===== src/hdl/rsac_pkg.sv =====
// shared types and constants of the rtd slew average converter
`timescale 1ns / 1ps
`default_nettype none

package rsac_pkg;

	// field widths
	localparam int SAMPLE_W = 12;
	localparam int ADC_BITS = 12;
	localparam int TRK_W    = 20;
	localparam int ACC_W    = 28;
	localparam int CFG_W    = 24;
	localparam int IDX_W    = 3;
	localparam int VOLT_W   = 19;
	localparam int OHM_W    = 24;
	localparam int GAIN_W   = 24;
	localparam int TEMP_W   = 20;
	localparam int FAULT_W  = 2;

	// adc mask, all ones when the converter is as wide as the port
	localparam logic [SAMPLE_W-1:0] ADC_MASK = SAMPLE_W'((64'd1 << ADC_BITS) - 64'd1);

	// serial arithmetic unit sizes
	localparam int MUL_A_W = 25;
	localparam int MUL_B_W = 24;
	localparam int MUL_P_W = MUL_A_W + MUL_B_W + 1;
	localparam int DIV_N_W = 43;
	localparam int DIV_D_W = 24;

	// 4180 counts full scale, times 256 for the q12.8 average
	localparam logic [DIV_D_W-1:0] REF_DEN = 24'd1070080;

	// register indexes
	localparam logic [IDX_W-1:0] REG_WINDOW       = 3'd0;
	localparam logic [IDX_W-1:0] REG_STEP_SIZE    = 3'd1;
	localparam logic [IDX_W-1:0] REG_GAIN_SLOPE   = 3'd2;
	localparam logic [IDX_W-1:0] REG_GAIN_OFFSET  = 3'd3;
	localparam logic [IDX_W-1:0] REG_DIVIDER_OHMS = 3'd4;
	localparam logic [IDX_W-1:0] REG_SUPPLY_VOLTS = 3'd5;
	localparam logic [IDX_W-1:0] REG_TEMP_SLOPE   = 3'd6;
	localparam logic [IDX_W-1:0] REG_TEMP_OFFSET  = 3'd7;

	// fault codes
	localparam logic [FAULT_W-1:0] FAULT_OK     = 2'd0;
	localparam logic [FAULT_W-1:0] FAULT_GAIN   = 2'd1;
	localparam logic [FAULT_W-1:0] FAULT_BRIDGE = 2'd2;

	// end of a run, handed from the tracker to the converter
	typedef struct packed {
		logic             valid;
		logic [ACC_W-1:0] sum;
	} rsac_run_t;

endpackage

`default_nettype wire


===== src/hdl/rsac_tracker.sv =====
// slew tracker, accumulator and run counter
`timescale 1ns / 1ps
`default_nettype none

module rsac_tracker #(
	parameter int MAX_SAMPLES = 16
) (
	input  logic                           clk,
	input  logic                           arst_n,
	input  logic                           accept,
	input  logic [rsac_pkg::SAMPLE_W-1:0]  sample,
	input  logic [11:0]                    window,
	input  logic [11:0]                    step_size,
	output rsac_pkg::rsac_run_t            run
);
	import rsac_pkg::*;

	localparam int CNT_W = (MAX_SAMPLES > 2) ? $clog2(MAX_SAMPLES) : 1;
	localparam logic [CNT_W-1:0] CNT_LAST = CNT_W'(MAX_SAMPLES - 1);

	logic [TRK_W-1:0]  tracker_q;
	logic [ACC_W-1:0]  acc_q;
	logic [CNT_W-1:0]  count_q;
	logic              seeded_q;
	rsac_run_t         run_q;

	logic [SAMPLE_W-1:0]    s;
	logic [TRK_W-1:0]       s8;
	logic signed [TRK_W+1:0] s_x, lo_x, hi_x;
	logic [TRK_W:0]         t_up, t_dn;
	logic                   in_band;
	logic [TRK_W-1:0]       used;
	logic [ACC_W-1:0]       acc_next;

	always_comb begin
		s    = sample & ADC_MASK;
		s8   = {s, 8'd0};
		s_x  = {2'b00, s8};
		lo_x = $signed({2'b00, tracker_q}) - $signed({2'b00, window, 8'd0});
		hi_x = $signed({2'b00, tracker_q}) + $signed({2'b00, window, 8'd0});
		in_band = (s_x > lo_x) && (s_x < hi_x);
		t_up = {1'b0, tracker_q} + {9'd0, step_size};
		t_dn = {1'b0, tracker_q} - {9'd0, step_size};
		if (!seeded_q || in_band) begin
			used = s8;
		end else if (s8 > tracker_q) begin
			used = t_up[TRK_W] ? {TRK_W{1'b1}} : t_up[TRK_W-1:0];
		end else begin
			used = t_dn[TRK_W] ? {TRK_W{1'b0}} : t_dn[TRK_W-1:0];
		end
		acc_next = acc_q + {{(ACC_W-TRK_W){1'b0}}, used};
	end

	always_ff @(posedge clk or negedge arst_n) begin
		if (!arst_n) begin
			tracker_q <= '0;
			acc_q     <= '0;
			count_q   <= '0;
			seeded_q  <= 1'b0;
			run_q     <= '0;
		end else begin
			run_q.valid <= 1'b0;
			if (accept) begin
				tracker_q <= used;
				seeded_q  <= 1'b1;
				if (count_q == CNT_LAST) begin
					count_q     <= '0;
					acc_q       <= '0;
					run_q.valid <= 1'b1;
					run_q.sum   <= acc_next;
				end else begin
					count_q <= count_q + 1'b1;
					acc_q   <= acc_next;
				end
			end
		end
	end

	assign run = run_q;

endmodule

`default_nettype wire


===== src/hdl/rsac_serial_mul.sv =====
// bit-serial signed by unsigned shift-add multiplier
`timescale 1ns / 1ps
`default_nettype none

module rsac_serial_mul (
	input  logic                          clk,
	input  logic                          arst_n,
	input  logic                          start,
	input  logic [rsac_pkg::MUL_A_W-1:0]  a,
	input  logic [rsac_pkg::MUL_B_W-1:0]  b,
	output logic                          done,
	output logic [rsac_pkg::MUL_P_W-1:0]  p
);
	import rsac_pkg::*;

	localparam int CNT_W = $clog2(MUL_B_W);
	localparam logic [CNT_W-1:0] CNT_LAST = CNT_W'(MUL_B_W - 1);

	logic [MUL_A_W-1:0] a_q;
	logic [MUL_A_W:0]   hi_q;
	logic [MUL_B_W-1:0] lo_q;
	logic [CNT_W-1:0]   cnt_q;
	logic               busy_q;
	logic               done_q;
	logic [MUL_A_W:0]   sum;

	// add the sign-extended multiplicand when the low bit is set
	always_comb begin
		sum = hi_q + (lo_q[0] ? {a_q[MUL_A_W-1], a_q} : '0);
	end

	always_ff @(posedge clk or negedge arst_n) begin
		if (!arst_n) begin
			busy_q <= 1'b0;
			done_q <= 1'b0;
			cnt_q  <= '0;
		end else begin
			done_q <= 1'b0;
			if (start) begin
				busy_q <= 1'b1;
				cnt_q  <= '0;
			end else if (busy_q) begin
				cnt_q <= cnt_q + 1'b1;
				if (cnt_q == CNT_LAST) begin
					busy_q <= 1'b0;
					done_q <= 1'b1;
				end
			end
		end
	end

	always_ff @(posedge clk) begin
		if (start) begin
			a_q  <= a;
			hi_q <= '0;
			lo_q <= b;
		end else if (busy_q) begin
			hi_q <= {sum[MUL_A_W], sum[MUL_A_W:1]};
			lo_q <= {sum[0], lo_q[MUL_B_W-1:1]};
		end
	end

	assign done = done_q;
	assign p    = {hi_q, lo_q};

endmodule

`default_nettype wire


===== src/hdl/rsac_serial_div.sv =====
// bit-serial restoring unsigned divider
`timescale 1ns / 1ps
`default_nettype none

module rsac_serial_div (
	input  logic                          clk,
	input  logic                          arst_n,
	input  logic                          start,
	input  logic [rsac_pkg::DIV_N_W-1:0]  n,
	input  logic [rsac_pkg::DIV_D_W-1:0]  d,
	output logic                          done,
	output logic [rsac_pkg::DIV_N_W-1:0]  q
);
	import rsac_pkg::*;

	localparam int CNT_W = $clog2(DIV_N_W);
	localparam logic [CNT_W-1:0] CNT_LAST = CNT_W'(DIV_N_W - 1);

	logic [DIV_D_W-1:0] d_q;
	logic [DIV_D_W-1:0] rem_q;
	logic [DIV_N_W-1:0] nq_q;
	logic [CNT_W-1:0]   cnt_q;
	logic               busy_q;
	logic               done_q;
	logic [DIV_D_W:0]   trial;
	logic [DIV_D_W:0]   diff;
	logic               fits;

	always_comb begin
		trial = {rem_q, nq_q[DIV_N_W-1]};
		diff  = trial - {1'b0, d_q};
		fits  = trial >= {1'b0, d_q};
	end

	always_ff @(posedge clk or negedge arst_n) begin
		if (!arst_n) begin
			busy_q <= 1'b0;
			done_q <= 1'b0;
			cnt_q  <= '0;
		end else begin
			done_q <= 1'b0;
			if (start) begin
				busy_q <= 1'b1;
				cnt_q  <= '0;
			end else if (busy_q) begin
				cnt_q <= cnt_q + 1'b1;
				if (cnt_q == CNT_LAST) begin
					busy_q <= 1'b0;
					done_q <= 1'b1;
				end
			end
		end
	end

	// numerator bits shift out at the top, quotient bits shift in at the bottom
	always_ff @(posedge clk) begin
		if (start) begin
			d_q   <= d;
			rem_q <= '0;
			nq_q  <= n;
		end else if (busy_q) begin
			rem_q <= fits ? diff[DIV_D_W-1:0] : trial[DIV_D_W-1:0];
			nq_q  <= {nq_q[DIV_N_W-2:0], fits};
		end
	end

	assign done = done_q;
	assign q    = nq_q;

endmodule

`default_nettype wire


===== src/hdl/rtd_slew_average_converter_core.sv =====
// top level of the rtd slew average converter
// Conditions 12-bit resistance-sensor ADC samples and converts the average of each run of
// MAX_SAMPLES samples into volts, gain, bridge voltage, resistance and temperature. A tracker
// follows the samples: a sample strictly inside +/- window counts of it is used and becomes
// the tracker, an outlier only moves the tracker by step_size toward it and the tracker is
// used; the very first word after reset seeds the tracker. The last word of a run starts the
// conversion, which runs on one bit-serial multiplier (24 steps) and one restoring divider
// (43 steps), up to four passes of each; no sample word is taken until the result is handed
// to the output register. The output register holds one result word while the next run
// collects samples. Fault 1 means the modelled gain is not positive, fault 2 that the bridge
// voltage reaches the supply. Configuration is written through cfg_wr_en/cfg_index/cfg_data;
// the user must write it only while the block is idle, which the block does not enforce.
`timescale 1ns / 1ps
`default_nettype none

module rtd_slew_average_converter_core #(
	parameter int MAX_SAMPLES = 16
) (
	input  logic                                 clk,
	input  logic                                 arst_n,
	// configuration
	input  logic                                 cfg_wr_en,
	input  logic [rsac_pkg::IDX_W-1:0]           cfg_index,
	input  logic [rsac_pkg::CFG_W-1:0]           cfg_data,
	// sample words
	input  logic                                 in_valid,
	output logic                                 in_ready,
	input  logic [rsac_pkg::SAMPLE_W-1:0]        sample,
	// result words
	output logic                                 out_valid,
	input  logic                                 out_ready,
	output logic [rsac_pkg::TRK_W-1:0]           average,
	output logic [rsac_pkg::VOLT_W-1:0]          measured_volts,
	output logic [rsac_pkg::GAIN_W-1:0]          gain,
	output logic [rsac_pkg::VOLT_W-1:0]          bridge_volts,
	output logic [rsac_pkg::OHM_W-1:0]           resistance,
	output logic signed [rsac_pkg::TEMP_W-1:0]   temperature,
	output logic [rsac_pkg::FAULT_W-1:0]         fault
);
	import rsac_pkg::*;

	// conversion sequencer states
	localparam logic [3:0] ST_IDLE   = 4'd0;
	localparam logic [3:0] ST_AVG_DV = 4'd1;
	localparam logic [3:0] ST_MV_MUL = 4'd2;
	localparam logic [3:0] ST_MV_DIV = 4'd3;
	localparam logic [3:0] ST_G_MUL  = 4'd4;
	localparam logic [3:0] ST_BR_DIV = 4'd5;
	localparam logic [3:0] ST_R_MUL  = 4'd6;
	localparam logic [3:0] ST_R_DIV  = 4'd7;
	localparam logic [3:0] ST_T_MUL  = 4'd8;
	localparam logic [3:0] ST_HOLD   = 4'd9;

	localparam int SHR_W = MUL_P_W - 16;
	localparam int SUM_W = SHR_W + 2;

	// configuration registers
	logic [11:0]        window_q;
	logic [11:0]        step_size_q;
	logic [GAIN_W-1:0]  gain_slope_q;
	logic [GAIN_W-1:0]  gain_offset_q;
	logic [OHM_W-1:0]   divider_ohms_q;
	logic [VOLT_W-1:0]  supply_volts_q;
	logic [TEMP_W-1:0]  temp_slope_q;
	logic [TEMP_W-1:0]  temp_offset_q;

	// sequencer and intermediate results
	logic [3:0]         state_q;
	logic               go_q;
	logic [TRK_W-1:0]   avg_q;
	logic [VOLT_W-1:0]  mv_q;
	logic [GAIN_W-1:0]  gain_q;
	logic [VOLT_W-1:0]  bridge_q;
	logic [OHM_W-1:0]   res_q;
	logic [TEMP_W-1:0]  temp_q;
	logic [FAULT_W-1:0] fault_q;

	// output register
	logic               out_valid_q;
	logic [TRK_W-1:0]   out_avg_q;
	logic [VOLT_W-1:0]  out_mv_q;
	logic [GAIN_W-1:0]  out_gain_q;
	logic [VOLT_W-1:0]  out_bridge_q;
	logic [OHM_W-1:0]   out_res_q;
	logic [TEMP_W-1:0]  out_temp_q;
	logic [FAULT_W-1:0] out_fault_q;

	rsac_run_t          run;
	logic               in_accept;

	logic               mul_start, mul_done;
	logic [MUL_A_W-1:0] mul_a;
	logic [MUL_B_W-1:0] mul_b;
	logic [MUL_P_W-1:0] mul_p;
	logic               div_start, div_done;
	logic [DIV_N_W-1:0] div_n;
	logic [DIV_D_W-1:0] div_d;
	logic [DIV_N_W-1:0] div_q;

	logic [SHR_W-1:0]   shr;
	logic [SUM_W-1:0]   g_sum, t_sum;
	logic               g_pos;
	logic [GAIN_W-1:0]  g_sat;
	logic [VOLT_W-1:0]  q_sat19;
	logic [OHM_W-1:0]   q_sat24;
	logic [TEMP_W-1:0]  t_sat;
	logic               out_load;

	// samples only while no conversion is pending
	assign in_ready  = (state_q == ST_IDLE) && !run.valid;
	assign in_accept = in_valid && in_ready;

	always_ff @(posedge clk or negedge arst_n) begin
		if (!arst_n) begin
			window_q       <= 12'd16;
			step_size_q    <= 12'd26;
			gain_slope_q   <= 24'd0;
			gain_offset_q  <= 24'd65536;
			divider_ohms_q <= 24'd256000;
			supply_volts_q <= 19'd216269;
			temp_slope_q   <= 20'd170394;
			temp_offset_q  <= 20'hEFC4D; // -66483 in q12.8
		end else if (cfg_wr_en) begin
			case (cfg_index)
				REG_WINDOW:       window_q       <= cfg_data[11:0];
				REG_STEP_SIZE:    step_size_q    <= cfg_data[11:0];
				REG_GAIN_SLOPE:   gain_slope_q   <= cfg_data[GAIN_W-1:0];
				REG_GAIN_OFFSET:  gain_offset_q  <= cfg_data[GAIN_W-1:0];
				REG_DIVIDER_OHMS: divider_ohms_q <= cfg_data[OHM_W-1:0];
				REG_SUPPLY_VOLTS: supply_volts_q <= cfg_data[VOLT_W-1:0];
				REG_TEMP_SLOPE:   temp_slope_q   <= cfg_data[TEMP_W-1:0];
				REG_TEMP_OFFSET:  temp_offset_q  <= cfg_data[TEMP_W-1:0];
				default: ;
			endcase
		end
	end

	rsac_tracker #(
		.MAX_SAMPLES(MAX_SAMPLES)
	) u_tracker (
		.clk       (clk),
		.arst_n    (arst_n),
		.accept    (in_accept),
		.sample    (sample),
		.window    (window_q),
		.step_size (step_size_q),
		.run       (run)
	);

	// operand selection per sequencer step
	always_comb begin
		mul_a = '0;
		mul_b = '0;
		div_n = '0;
		div_d = REF_DEN;
		case (state_q)
			ST_MV_MUL: begin
				mul_a = {6'd0, supply_volts_q};
				mul_b = {4'd0, avg_q};
			end
			ST_G_MUL: begin
				mul_a = {gain_slope_q[GAIN_W-1], gain_slope_q};
				mul_b = {5'd0, mv_q};
			end
			ST_R_MUL: begin
				mul_a = {1'b0, divider_ohms_q};
				mul_b = {5'd0, bridge_q};
			end
			ST_T_MUL: begin
				mul_a = {{5{temp_slope_q[TEMP_W-1]}}, temp_slope_q};
				mul_b = res_q;
			end
			ST_AVG_DV: begin
				div_n = {{(DIV_N_W-ACC_W){1'b0}}, run.sum};
				div_d = DIV_D_W'(MAX_SAMPLES);
			end
			ST_MV_DIV: begin
				div_n = mul_p[DIV_N_W-1:0];
				div_d = REF_DEN;
			end
			ST_BR_DIV: begin
				div_n = {8'd0, mv_q, 16'd0};
				div_d = gain_q;
			end
			ST_R_DIV: begin
				div_n = mul_p[DIV_N_W-1:0];
				div_d = {5'd0, supply_volts_q - bridge_q};
			end
			default: ;
		endcase
	end

	assign mul_start = go_q && ((state_q == ST_MV_MUL) || (state_q == ST_G_MUL) ||
	                            (state_q == ST_R_MUL) || (state_q == ST_T_MUL));
	assign div_start = go_q && ((state_q == ST_AVG_DV) || (state_q == ST_MV_DIV) ||
	                            (state_q == ST_BR_DIV) || (state_q == ST_R_DIV));

	rsac_serial_mul u_mul (
		.clk    (clk),
		.arst_n (arst_n),
		.start  (mul_start),
		.a      (mul_a),
		.b      (mul_b),
		.done   (mul_done),
		.p      (mul_p)
	);

	rsac_serial_div u_div (
		.clk    (clk),
		.arst_n (arst_n),
		.start  (div_start),
		.n      (div_n),
		.d      (div_d),
		.done   (div_done),
		.q      (div_q)
	);

	// floor of product / 2^16, offsets and saturation
	always_comb begin
		shr   = mul_p[MUL_P_W-1:16];
		g_sum = {{2{shr[SHR_W-1]}}, shr} + {{(SUM_W-GAIN_W){1'b0}}, gain_offset_q};
		t_sum = {{2{shr[SHR_W-1]}}, shr} +
		        {{(SUM_W-TEMP_W){temp_offset_q[TEMP_W-1]}}, temp_offset_q};
		g_pos = !g_sum[SUM_W-1] && (g_sum != '0);
		g_sat = (g_sum[SUM_W-2:GAIN_W] != '0) ? {GAIN_W{1'b1}} : g_sum[GAIN_W-1:0];
		if (t_sum[SUM_W-1] && (t_sum[SUM_W-1:TEMP_W-1] != '1)) begin
			t_sat = {1'b1, {(TEMP_W-1){1'b0}}};
		end else if (!t_sum[SUM_W-1] && (t_sum[SUM_W-1:TEMP_W-1] != '0)) begin
			t_sat = {1'b0, {(TEMP_W-1){1'b1}}};
		end else begin
			t_sat = t_sum[TEMP_W-1:0];
		end
		q_sat19 = (div_q[DIV_N_W-1:VOLT_W] != '0) ? {VOLT_W{1'b1}} : div_q[VOLT_W-1:0];
		q_sat24 = (div_q[DIV_N_W-1:OHM_W] != '0) ? {OHM_W{1'b1}} : div_q[OHM_W-1:0];
	end

	assign out_load = (state_q == ST_HOLD) && (!out_valid_q || out_ready);

	// conversion sequencer
	always_ff @(posedge clk or negedge arst_n) begin
		if (!arst_n) begin
			state_q <= ST_IDLE;
			go_q    <= 1'b0;
			fault_q <= FAULT_OK;
		end else begin
			go_q <= 1'b0;
			case (state_q)
				ST_IDLE: begin
					if (run.valid) begin
						state_q <= ST_AVG_DV;
						go_q    <= 1'b1;
					end
				end
				ST_AVG_DV: begin
					if (div_done) begin
						state_q <= ST_MV_MUL;
						go_q    <= 1'b1;
					end
				end
				ST_MV_MUL: begin
					if (mul_done) begin
						state_q <= ST_MV_DIV;
						go_q    <= 1'b1;
					end
				end
				ST_MV_DIV: begin
					if (div_done) begin
						state_q <= ST_G_MUL;
						go_q    <= 1'b1;
					end
				end
				ST_G_MUL: begin
					if (mul_done) begin
						if (g_pos) begin
							state_q <= ST_BR_DIV;
							go_q    <= 1'b1;
						end else begin
							// gain not positive: nothing further is computed
							state_q <= ST_HOLD;
							fault_q <= FAULT_GAIN;
						end
					end
				end
				ST_BR_DIV: begin
					if (div_done) begin
						if (q_sat19 >= supply_volts_q) begin
							// bridge at or above supply, also zero supply
							state_q <= ST_HOLD;
							fault_q <= FAULT_BRIDGE;
						end else begin
							state_q <= ST_R_MUL;
							go_q    <= 1'b1;
						end
					end
				end
				ST_R_MUL: begin
					if (mul_done) begin
						state_q <= ST_R_DIV;
						go_q    <= 1'b1;
					end
				end
				ST_R_DIV: begin
					if (div_done) begin
						state_q <= ST_T_MUL;
						go_q    <= 1'b1;
					end
				end
				ST_T_MUL: begin
					if (mul_done) begin
						state_q <= ST_HOLD;
						fault_q <= FAULT_OK;
					end
				end
				ST_HOLD: begin
					if (out_load) begin
						state_q <= ST_IDLE;
					end
				end
				default: begin
					state_q <= ST_IDLE;
				end
			endcase
		end
	end

	// intermediate results, zeroed where a fault cuts the chain short
	always_ff @(posedge clk) begin
		case (state_q)
			ST_AVG_DV: if (div_done) avg_q <= div_q[TRK_W-1:0];
			ST_MV_DIV: if (div_done) mv_q <= q_sat19;
			ST_G_MUL: begin
				if (mul_done) begin
					gain_q   <= g_pos ? g_sat : '0;
					bridge_q <= '0;
					res_q    <= '0;
					temp_q   <= '0;
				end
			end
			ST_BR_DIV: if (div_done) bridge_q <= q_sat19;
			ST_R_DIV:  if (div_done) res_q <= q_sat24;
			ST_T_MUL:  if (mul_done) temp_q <= t_sat;
			default: ;
		endcase
	end

	// output register
	always_ff @(posedge clk or negedge arst_n) begin
		if (!arst_n) begin
			out_valid_q <= 1'b0;
		end else if (out_load) begin
			out_valid_q <= 1'b1;
		end else if (out_ready) begin
			out_valid_q <= 1'b0;
		end
	end

	always_ff @(posedge clk) begin
		if (out_load) begin
			out_avg_q    <= avg_q;
			out_mv_q     <= mv_q;
			out_gain_q   <= gain_q;
			out_bridge_q <= bridge_q;
			out_res_q    <= res_q;
			out_temp_q   <= temp_q;
			out_fault_q  <= fault_q;
		end
	end

	assign out_valid      = out_valid_q;
	assign average        = out_avg_q;
	assign measured_volts = out_mv_q;
	assign gain           = out_gain_q;
	assign bridge_volts   = out_bridge_q;
	assign resistance     = out_res_q;
	assign temperature    = out_temp_q;
	assign fault          = out_fault_q;

endmodule

`default_nettype wire

===== config.mk =====
export PLATFORM = sky130hd
export DESIGN_NAME = rtd_slew_average_converter_core
export DESIGN_NICKNAME = d
export VERILOG_FILES = /design/src/hdl/rsac_pkg.sv /design/src/hdl/rsac_tracker.sv /design/src/hdl/rsac_serial_mul.sv /design/src/hdl/rsac_serial_div.sv /design/src/hdl/rtd_slew_average_converter_core.sv
export SDC_FILE = /design/constraint.sdc
export NUM_CORES = 1
export LEC_CHECK = 0
export BUFFER_PORTS_ARGS = -buffer_cell sky130_fd_sc_hd__buf_4
export CAP_MARGIN = 5
export CORE_UTILIZATION = 35
export CTS_CLUSTER_SIZE = 30
export DETAILED_ROUTE_END_ITERATION = 8
export SLEW_MARGIN = 20
export SYNTH_ARGS = -nofsm -noshare
export SYNTH_HDL_FRONTEND = slang
export SYNTH_HIERARCHICAL = 1
export SYNTH_SLANG_ARGS = --single-unit

===== constraint.sdc =====
create_clock -name clk -period 19.8 [get_ports clk]
set_input_delay 1.98 -clock clk [delete_from_list [all_inputs] [get_ports clk]]
set_output_delay 1.98 -clock clk [all_outputs]
set_load 0.1 [all_outputs]

==> results.sh, run 1 <==
export IMPL_critPathMostFrequentCell="a21oi_1"
export IMPL_synth_compound_area_frac=0.179
export IMPL_max_freq_mhz=143
export IMPL_firstDrtPassIters=5
export IMPL_synth_top_family_by_area="compound AO/OA/AOI/OAI gates"
export IMPL_ys_types=116
export IMPL_ys_warn_count=6
export IMPL_die_w_um=338
export IMPL_clock_latency_ps=660
export IMPL_cts_buffer_depth=3
export IMPL_crit_family="compound AO/OA/AOI/OAI gates"
export IMPL_worst_slew_pin_slew_ps=1130
export IMPL_hold_buffers=0
export IMPL_r2r_end="u_tracker/acc_q[22]"
export IMPL_path_max_fanout=47
export IMPL_ir_drop_mv=0.292
export IMPL_cts_buffers=79
export IMPL_endpoint_kind="flop"
export IMPL_fillers=10706
export IMPL_hp_class="reg2reg"
export IMPL_avgViaCountPerCell=5.50
export IMPL_hold_violations=0
export IMPL_timing_max_slew_rel_slack=0.247
export IMPL_numClockSinks=679
export IMPL_clockRootBuffer="clkbuf_16"
export IMPL_maxCapViolCount=0
export IMPL_min_to="temperature[17]"
export IMPL_cp_start_kind="flop"
export IMPL_fin_crit_ps=6970
export IMPL_wl_mm=119
export IMPL_cts_resized=0
export IMPL_syn_avg_cell_area_um2=10.7
export IMPL_worstPathRequired_ps=20380
export IMPL_globalplace_congestion=0.932
export IMPL_layout_setup_ws_ps=12830
export IMPL_wire_per_inst_um=22.1
export IMPL_min_path_cells=0
export IMPL_core_region_area_mm2=0.111
export IMPL_utilization=0.404
export IMPL_status="finished clean"
export IMPL_worst_r2r_cell_count=29
export IMPL_crit_path_top_delay_cell="o31ai_1"
export IMPL_critPathMaxStageDelay_ps=630
export IMPL_row_count=122
export IMPL_ant_nets=0
export IMPL_worstSetupPathType="reg2reg"
export IMPL_synth_xor_area_frac=0.0335
export IMPL_area_growth_pct=13.9
export IMPL_async_flop_share=0.383
export IMPL_grt_use_total=0.206
export IMPL_clock_skew_ps=39.9
export IMPL_syn_num_nets=3991
export IMPL_layout_drive_gt1_share=0.185
export IMPL_setup_tns_ps=0
export IMPL_cts_setup_buffers=0
export IMPL_cts_max_level=3
export IMPL_seq_area_frac_synth=0.472
export IMPL_synth_edf_count=370
export IMPL_synth_fa_ha_area_frac=0.0849
export IMPL_grt_antenna_before_repair=4
export IMPL_synth_flop_cell="edfxtp_1"
export IMPL_path_buf_inv=2
export IMPL_chipHeight_um=338
export IMPL_pin_count=174
export IMPL_cp_arrival_ps=7550
export IMPL_powerDensity_mw_per_mm2=159
export IMPL_pre_cts_ws_ps=12680
export IMPL_start_util=0.355
export IMPL_nets=4116
export IMPL_path_clk_slew_ps=60
export IMPL_port_buffers=173
export IMPL_place_hpwl_mm=86.7
export IMPL_synthSimpleGateAreaFrac=0.120
export IMPL_fin_crit_sh=0.352
export IMPL_rsz0062_at_grt="false"
export IMPL_setup_viol=0
export IMPL_p_leak_nw=18.2
export IMPL_cts_tree="done"
export IMPL_dieArea_mm2=0.114
export IMPL_drv_slew=0
export IMPL_synth_seq_cells=679
export IMPL_drtIter0Drc=2557
export IMPL_synthCells=3685
export IMPL_synth_area_mm2=0.0395
export IMPL_grt_pass1_wl_mm=179
export IMPL_r2r_start="window_q[1]"
export IMPL_grt_max_degree=77
export IMPL_drc=0
export IMPL_vias=29552
export IMPL_reg2reg_slack_ps=12830
export IMPL_yosys_mux_area_fraction=0.0744
export IMPL_grt_pass1_vias=28629
export IMPL_hold_start="temp_q[17]"
export IMPL_overflow=0
registers in the layout, indices dropped and copies added, names as in the netlist, 25 cells and up:
| name | flops |
|---|---|
| u_tracker/acc_q | 28 |
| u_mul/hi_q | 25 |
| u_div/q | 43 |
| u_mul/a_q | 25 |
| u_tracker/run | 29 |
placed cells by master (no fill, tap or decap), types with 56 or more instances in the layout:
cell type  count
ha_1         252
buf_4        212
mux2_2       213
nand2_1      251
o21ai_0      141
xor2_1        56
and2_1        66
a21oi_1      205
dfrtp_1      217
nand3_1       56
o21ai_1       56
inv_1        180
clkbuf_16     80
a22oi_1      102
a21o_1        90
edfxtp_1     370
xnor2_1       95
nor2_1       252
logic make-up (layout without fill, tap and decap cells):
kind of cell             after synthesis  after routing
other                                  0              4
adder cells (fa/ha/maj)              262            262
multiplexers                         264            264
AND/OR/NAND/NOR                      962            962
flip-flops                           679            679
buffers and inverters                356            548
AO/OA/AOI/OAI                       1011           1011
XOR/XNOR                             151            151
per-layer routing:
layer	global-route usage	up-vias	routed length (µm)
met5	0	-	13
met4	0.0710	2	3760
met3	0.0277	165	5980
met2	0.345	809	57200
met1	0.271	14585	51600
li1	-	13991	-
final cells by class:
type | count | area (µm²) | area share
Multi-Input combinational cell | 2650 | 19500 | 0.434
Inverter | 186 | 698 | 0.0155
Tap cell | 1488 | 1860 | 0.0414
Sequential cell | 679 | 18700 | 0.415
Clock buffer | 111 | 2220 | 0.0493
Timing Repair Buffer | 214 | 1620 | 0.0360
Antenna cell | 4 | 10.0 | 0.000223
Clock inverter | 37 | 389 | 0.00865
worst max-delay path by stage:
stage	from	cells after the start	slack (ps)	end
4_1_cts	window_q[1]	29	12830	u_tracker/acc_q[22]
6_report	window_q[1]	29	12830	u_tracker/acc_q[22]
2_1_floorplan	out_ready	3	11660	average[0]
3_3_place_gp	sample[11]	19	12800	u_tracker/acc_q[22]
5_1_grt	window_q[1]	29	12080	u_tracker/acc_q[22]
3_5_place_dp	sample[11]	18	12680	u_tracker/acc_q[22]
Yosys cell counts (all sizes together), types with 10 or more instances:
library cell  count  area, µm²
o2bb2ai          17        149
nor4             39        250
a22o             30        263
a21oi           216       1120
or2              29        181
nand3            56        280
xor2             56        490
nand2           252        948
o21ai           206       1060
clkbuf          125        470
o31ai            24        190
buf              45        258
inv             185        694
a221o            14        140
fa               10        200
ha              252       3150
a22oi           103        778
a2111oi          10        131
nor3             57        285
mux2i            27        270
a21o             90        676
nor2b            32        203
dfxtp            49        981
nor3b            12       95.1
or3              18        118
a31oi            40        272
o31a             10       87.6
mux2            237       2670
o21a             46        345
o221ai           12        111
a211o            21        184
dfstp            43       1130
nand2b           31        194
nor2            257        970
nand4            38        244
dfrtp           217       5430
a311oi           15        131
and2             70        439
a211oi           31        288
o21bai           25        203
edfxtp          370      11100
o211ai           20        150
and3             42        269
xnor2            95        832
where the power goes:
group          switching [W]  internal [W]
logic                0.00211       0.00141
clock network       0.000619      0.000846
registers           0.000345       0.00182
total                0.00308       0.00407
stage by stage:
stage	std cells	instance area, µm²	power (W)	hold WS [ps]
after global routing	5365	45000	0.00763	410
after CTS	5364	44900	0.00714	394
after floorplan	3685	39500	0.00470	400
after detailed placement	5216	42300	0.00565	405
after global placement	5216	42300	0.00561	402
final	5369	45000	0.00715	395
worst reg2reg max path: cells and delay by family, from the launching register on:
family / cells / cell delay [ps]
buf+inv: 2 / 560
simple gates: 5 / 920
xor+xnor: 1 / 120
flops: 1 / 410
fa+ha+maj: 3 / 940
compound gates: 18 / 3940
(Power assumes the default switching activity.)
==> inputs of run 2 (changes only) <==
==> constraint.sdc (replaced) <==
create_clock -name clk -period 7.17 [get_ports clk]
set_input_delay 0.717 -clock clk [delete_from_list [all_inputs] [get_ports clk]]
set_output_delay 0.717 -clock clk [all_outputs]
set_load 0.1 [all_outputs]
==> run 2 against run 1 <==
  * Clock-buffer cell count decreased by 4
  * Via count grew 0.72%
  * Maximum frequency increased by 5.7%
  * Final cell count barely moved
  * Sequential power increased to 2.8 times the previous value
==> results.sh, run 2 (synthesized netlist as in run 1, its figures left out) <==
export IMPL_r2r_end="u_tracker/acc_q[22]"
export IMPL_drc=0
export IMPL_hold_buffers=0
export IMPL_worstSetupPathType="reg2reg"
export IMPL_core_region_area_mm2=0.111
export IMPL_nets=4125
export IMPL_die_w_um=338
export IMPL_cts_buffers=79
export IMPL_rsz0062_at_grt="false"
export IMPL_max_freq_mhz=152
export IMPL_ir_drop_mv=0.251
export IMPL_r2r_start="window_q[1]"
export IMPL_numClockSinks=679
export IMPL_vias=29766
export IMPL_timing_max_slew_rel_slack=0.265
export IMPL_largest_reg_flops=43
export IMPL_overflow=0
export IMPL_firstDrtPassIters=5
export IMPL_dieArea_mm2=0.114
export IMPL_powerDensity_mw_per_mm2=442
export IMPL_seqCellArea_mm2=0.0187
export IMPL_p_leak_nw=18.2
export IMPL_hold_ws_ps=121
export IMPL_grt_max_degree=164
export IMPL_cp_arrival_ps=7130
export IMPL_chipHeight_um=338
export IMPL_grt_antenna_before_repair=9
export IMPL_maxCapViolCount=0
export IMPL_status="finished clean"
export IMPL_drtIter0Drc=2611
export IMPL_cp_start_kind="flop"
export IMPL_path_max_fanout=10
export IMPL_final_cell_mix="edfxtp_1 (370), nor2_1 (252), ha_1 (252)"
export IMPL_worstPathRequired_ps=7700
export IMPL_layout_drive_gt1_share=0.185
export IMPL_clockRootBuffer="clkbuf_16"
export IMPL_cts_max_level=3
export IMPL_setup_viol=0
export IMPL_n_antenna_cell=0
export IMPL_wl_mm=119
export IMPL_fin_crit_sh=0.921
export IMPL_cts_tree="done"
export IMPL_reg2reg_slack_ps=570
export IMPL_clock_latency_ps=660
export IMPL_port_buffers=173
export IMPL_hold_violations=0
export IMPL_area_growth_pct=14.2
export IMPL_wire_per_inst_um=22.2
export IMPL_start_util=0.355
export IMPL_ant_nets=0
export IMPL_clock_skew_ps=34.2
export IMPL_cts_buffer_depth=3
export IMPL_path_clk_slew_ps=60
export IMPL_setup_tns_ps=0
export IMPL_place_hpwl_mm=86.6
export IMPL_worst_r2r_cell_count=30
export IMPL_multiInputGateArea_mm2=0.0195
export IMPL_hp_class="in2async"
export IMPL_critPathMaxStageDelay_ps=420
export IMPL_fillers=10808
export IMPL_worst_slew_pin_slew_ps=1100
export IMPL_grt_pass1_vias=29059
export IMPL_layout_commonest_cell="edfxtp_1"
export IMPL_pin_count=174
export IMPL_crit_path_top_delay_cell="dfrtp_1"
export IMPL_globalplace_congestion=0.886
export IMPL_grt_use_total=0.207
export IMPL_row_count=122
export IMPL_fin_crit_ps=6600
export IMPL_grt_pass1_wl_mm=180
export IMPL_avgViaCountPerCell=5.54
export IMPL_endpoint_kind="flop"
export IMPL_drv_slew=0
## run 2: changes by cell type in the layout (fill, tap and decap cells not counted), sizes merged
cell and change:
buf +9, clkbuf -4, diode -4, bufinv +3
inv +2, clkinv -1, clkinvlp -1
## run 2: worst max-delay path by stage
stage	from	end	slack, ps
3_3_place_gp	window_q[1]	u_tracker/run[21]	490
2_1_floorplan	out_valid	average[0]	150
5_1_grt	window_q[1]	u_tracker/run[24]	20
3_5_place_dp	window_q[1]	u_tracker/run[21]	420
4_1_cts	window_q[1]	u_tracker/run[21]	370
6_report	window_q[1]	u_tracker/acc_q[22]	570
## run 2: where the power goes
part / leakage [nW] / internal [W] / switching [W]
Sequential: 6.89 / 0.00503 / 0.000926
Combinational: 10.0 / 0.00404 / 0.00584
Clock: 1.27 / 0.00239 / 0.00173
Total: 18.2 / 0.0115 / 0.00849
## run 2: stage by stage
stage / cell area (µm²) / worst slack (ps) / util / power (W) / cells
4_1_cts: 45000 / 373 / 0.405 / 0.0198 / 5368
5_1_grt: 45100 / 17.0 / 0.405 / 0.0213 / 5373
2_1_floorplan: 39500 / 155 / - / 0.0131 / 3685
6_report: 45100 / 570 / 0.405 / 0.0199 / 5373
3_3_place_gp: 42400 / 492 / 0.381 / 0.0155 / 5221
3_5_place_dp: 42400 / 416 / 0.381 / 0.0156 / 5221
## run 2: cell type report
type,count,area share
multi-input combinational,2650,0.433
sequential,679,0.414
clock buffer,107,0.0476
tap,1488,0.0413
timing repair buffer,223,0.0382
inverter,186,0.0155
clock inverter,40,0.0109
## run 2: worst max-delay path, delay by kind of cell (launching register included)
family	cells	cell delay (ps)
simple gates	5	880
fa+ha+maj	4	1280
flops	1	420
buf+inv	4	520
xor+xnor	1	140
compound gates	16	3240
## run 2: layer usage
layer	vias to the layer above	part of all wire	GRT usage
met4	4	0.039	0.0809
met1	14709	0.43	0.271
met2	859	0.48	0.346
li1	13984	-	-
met5	-	0.00019	0
met3	210	0.051	0.0282
## run 2: timing repair
item                       4_1_cts  5_1_grt
setup endpoints to repair        0       16
buffers inserted                 0        4
gates resized for setup          0        2
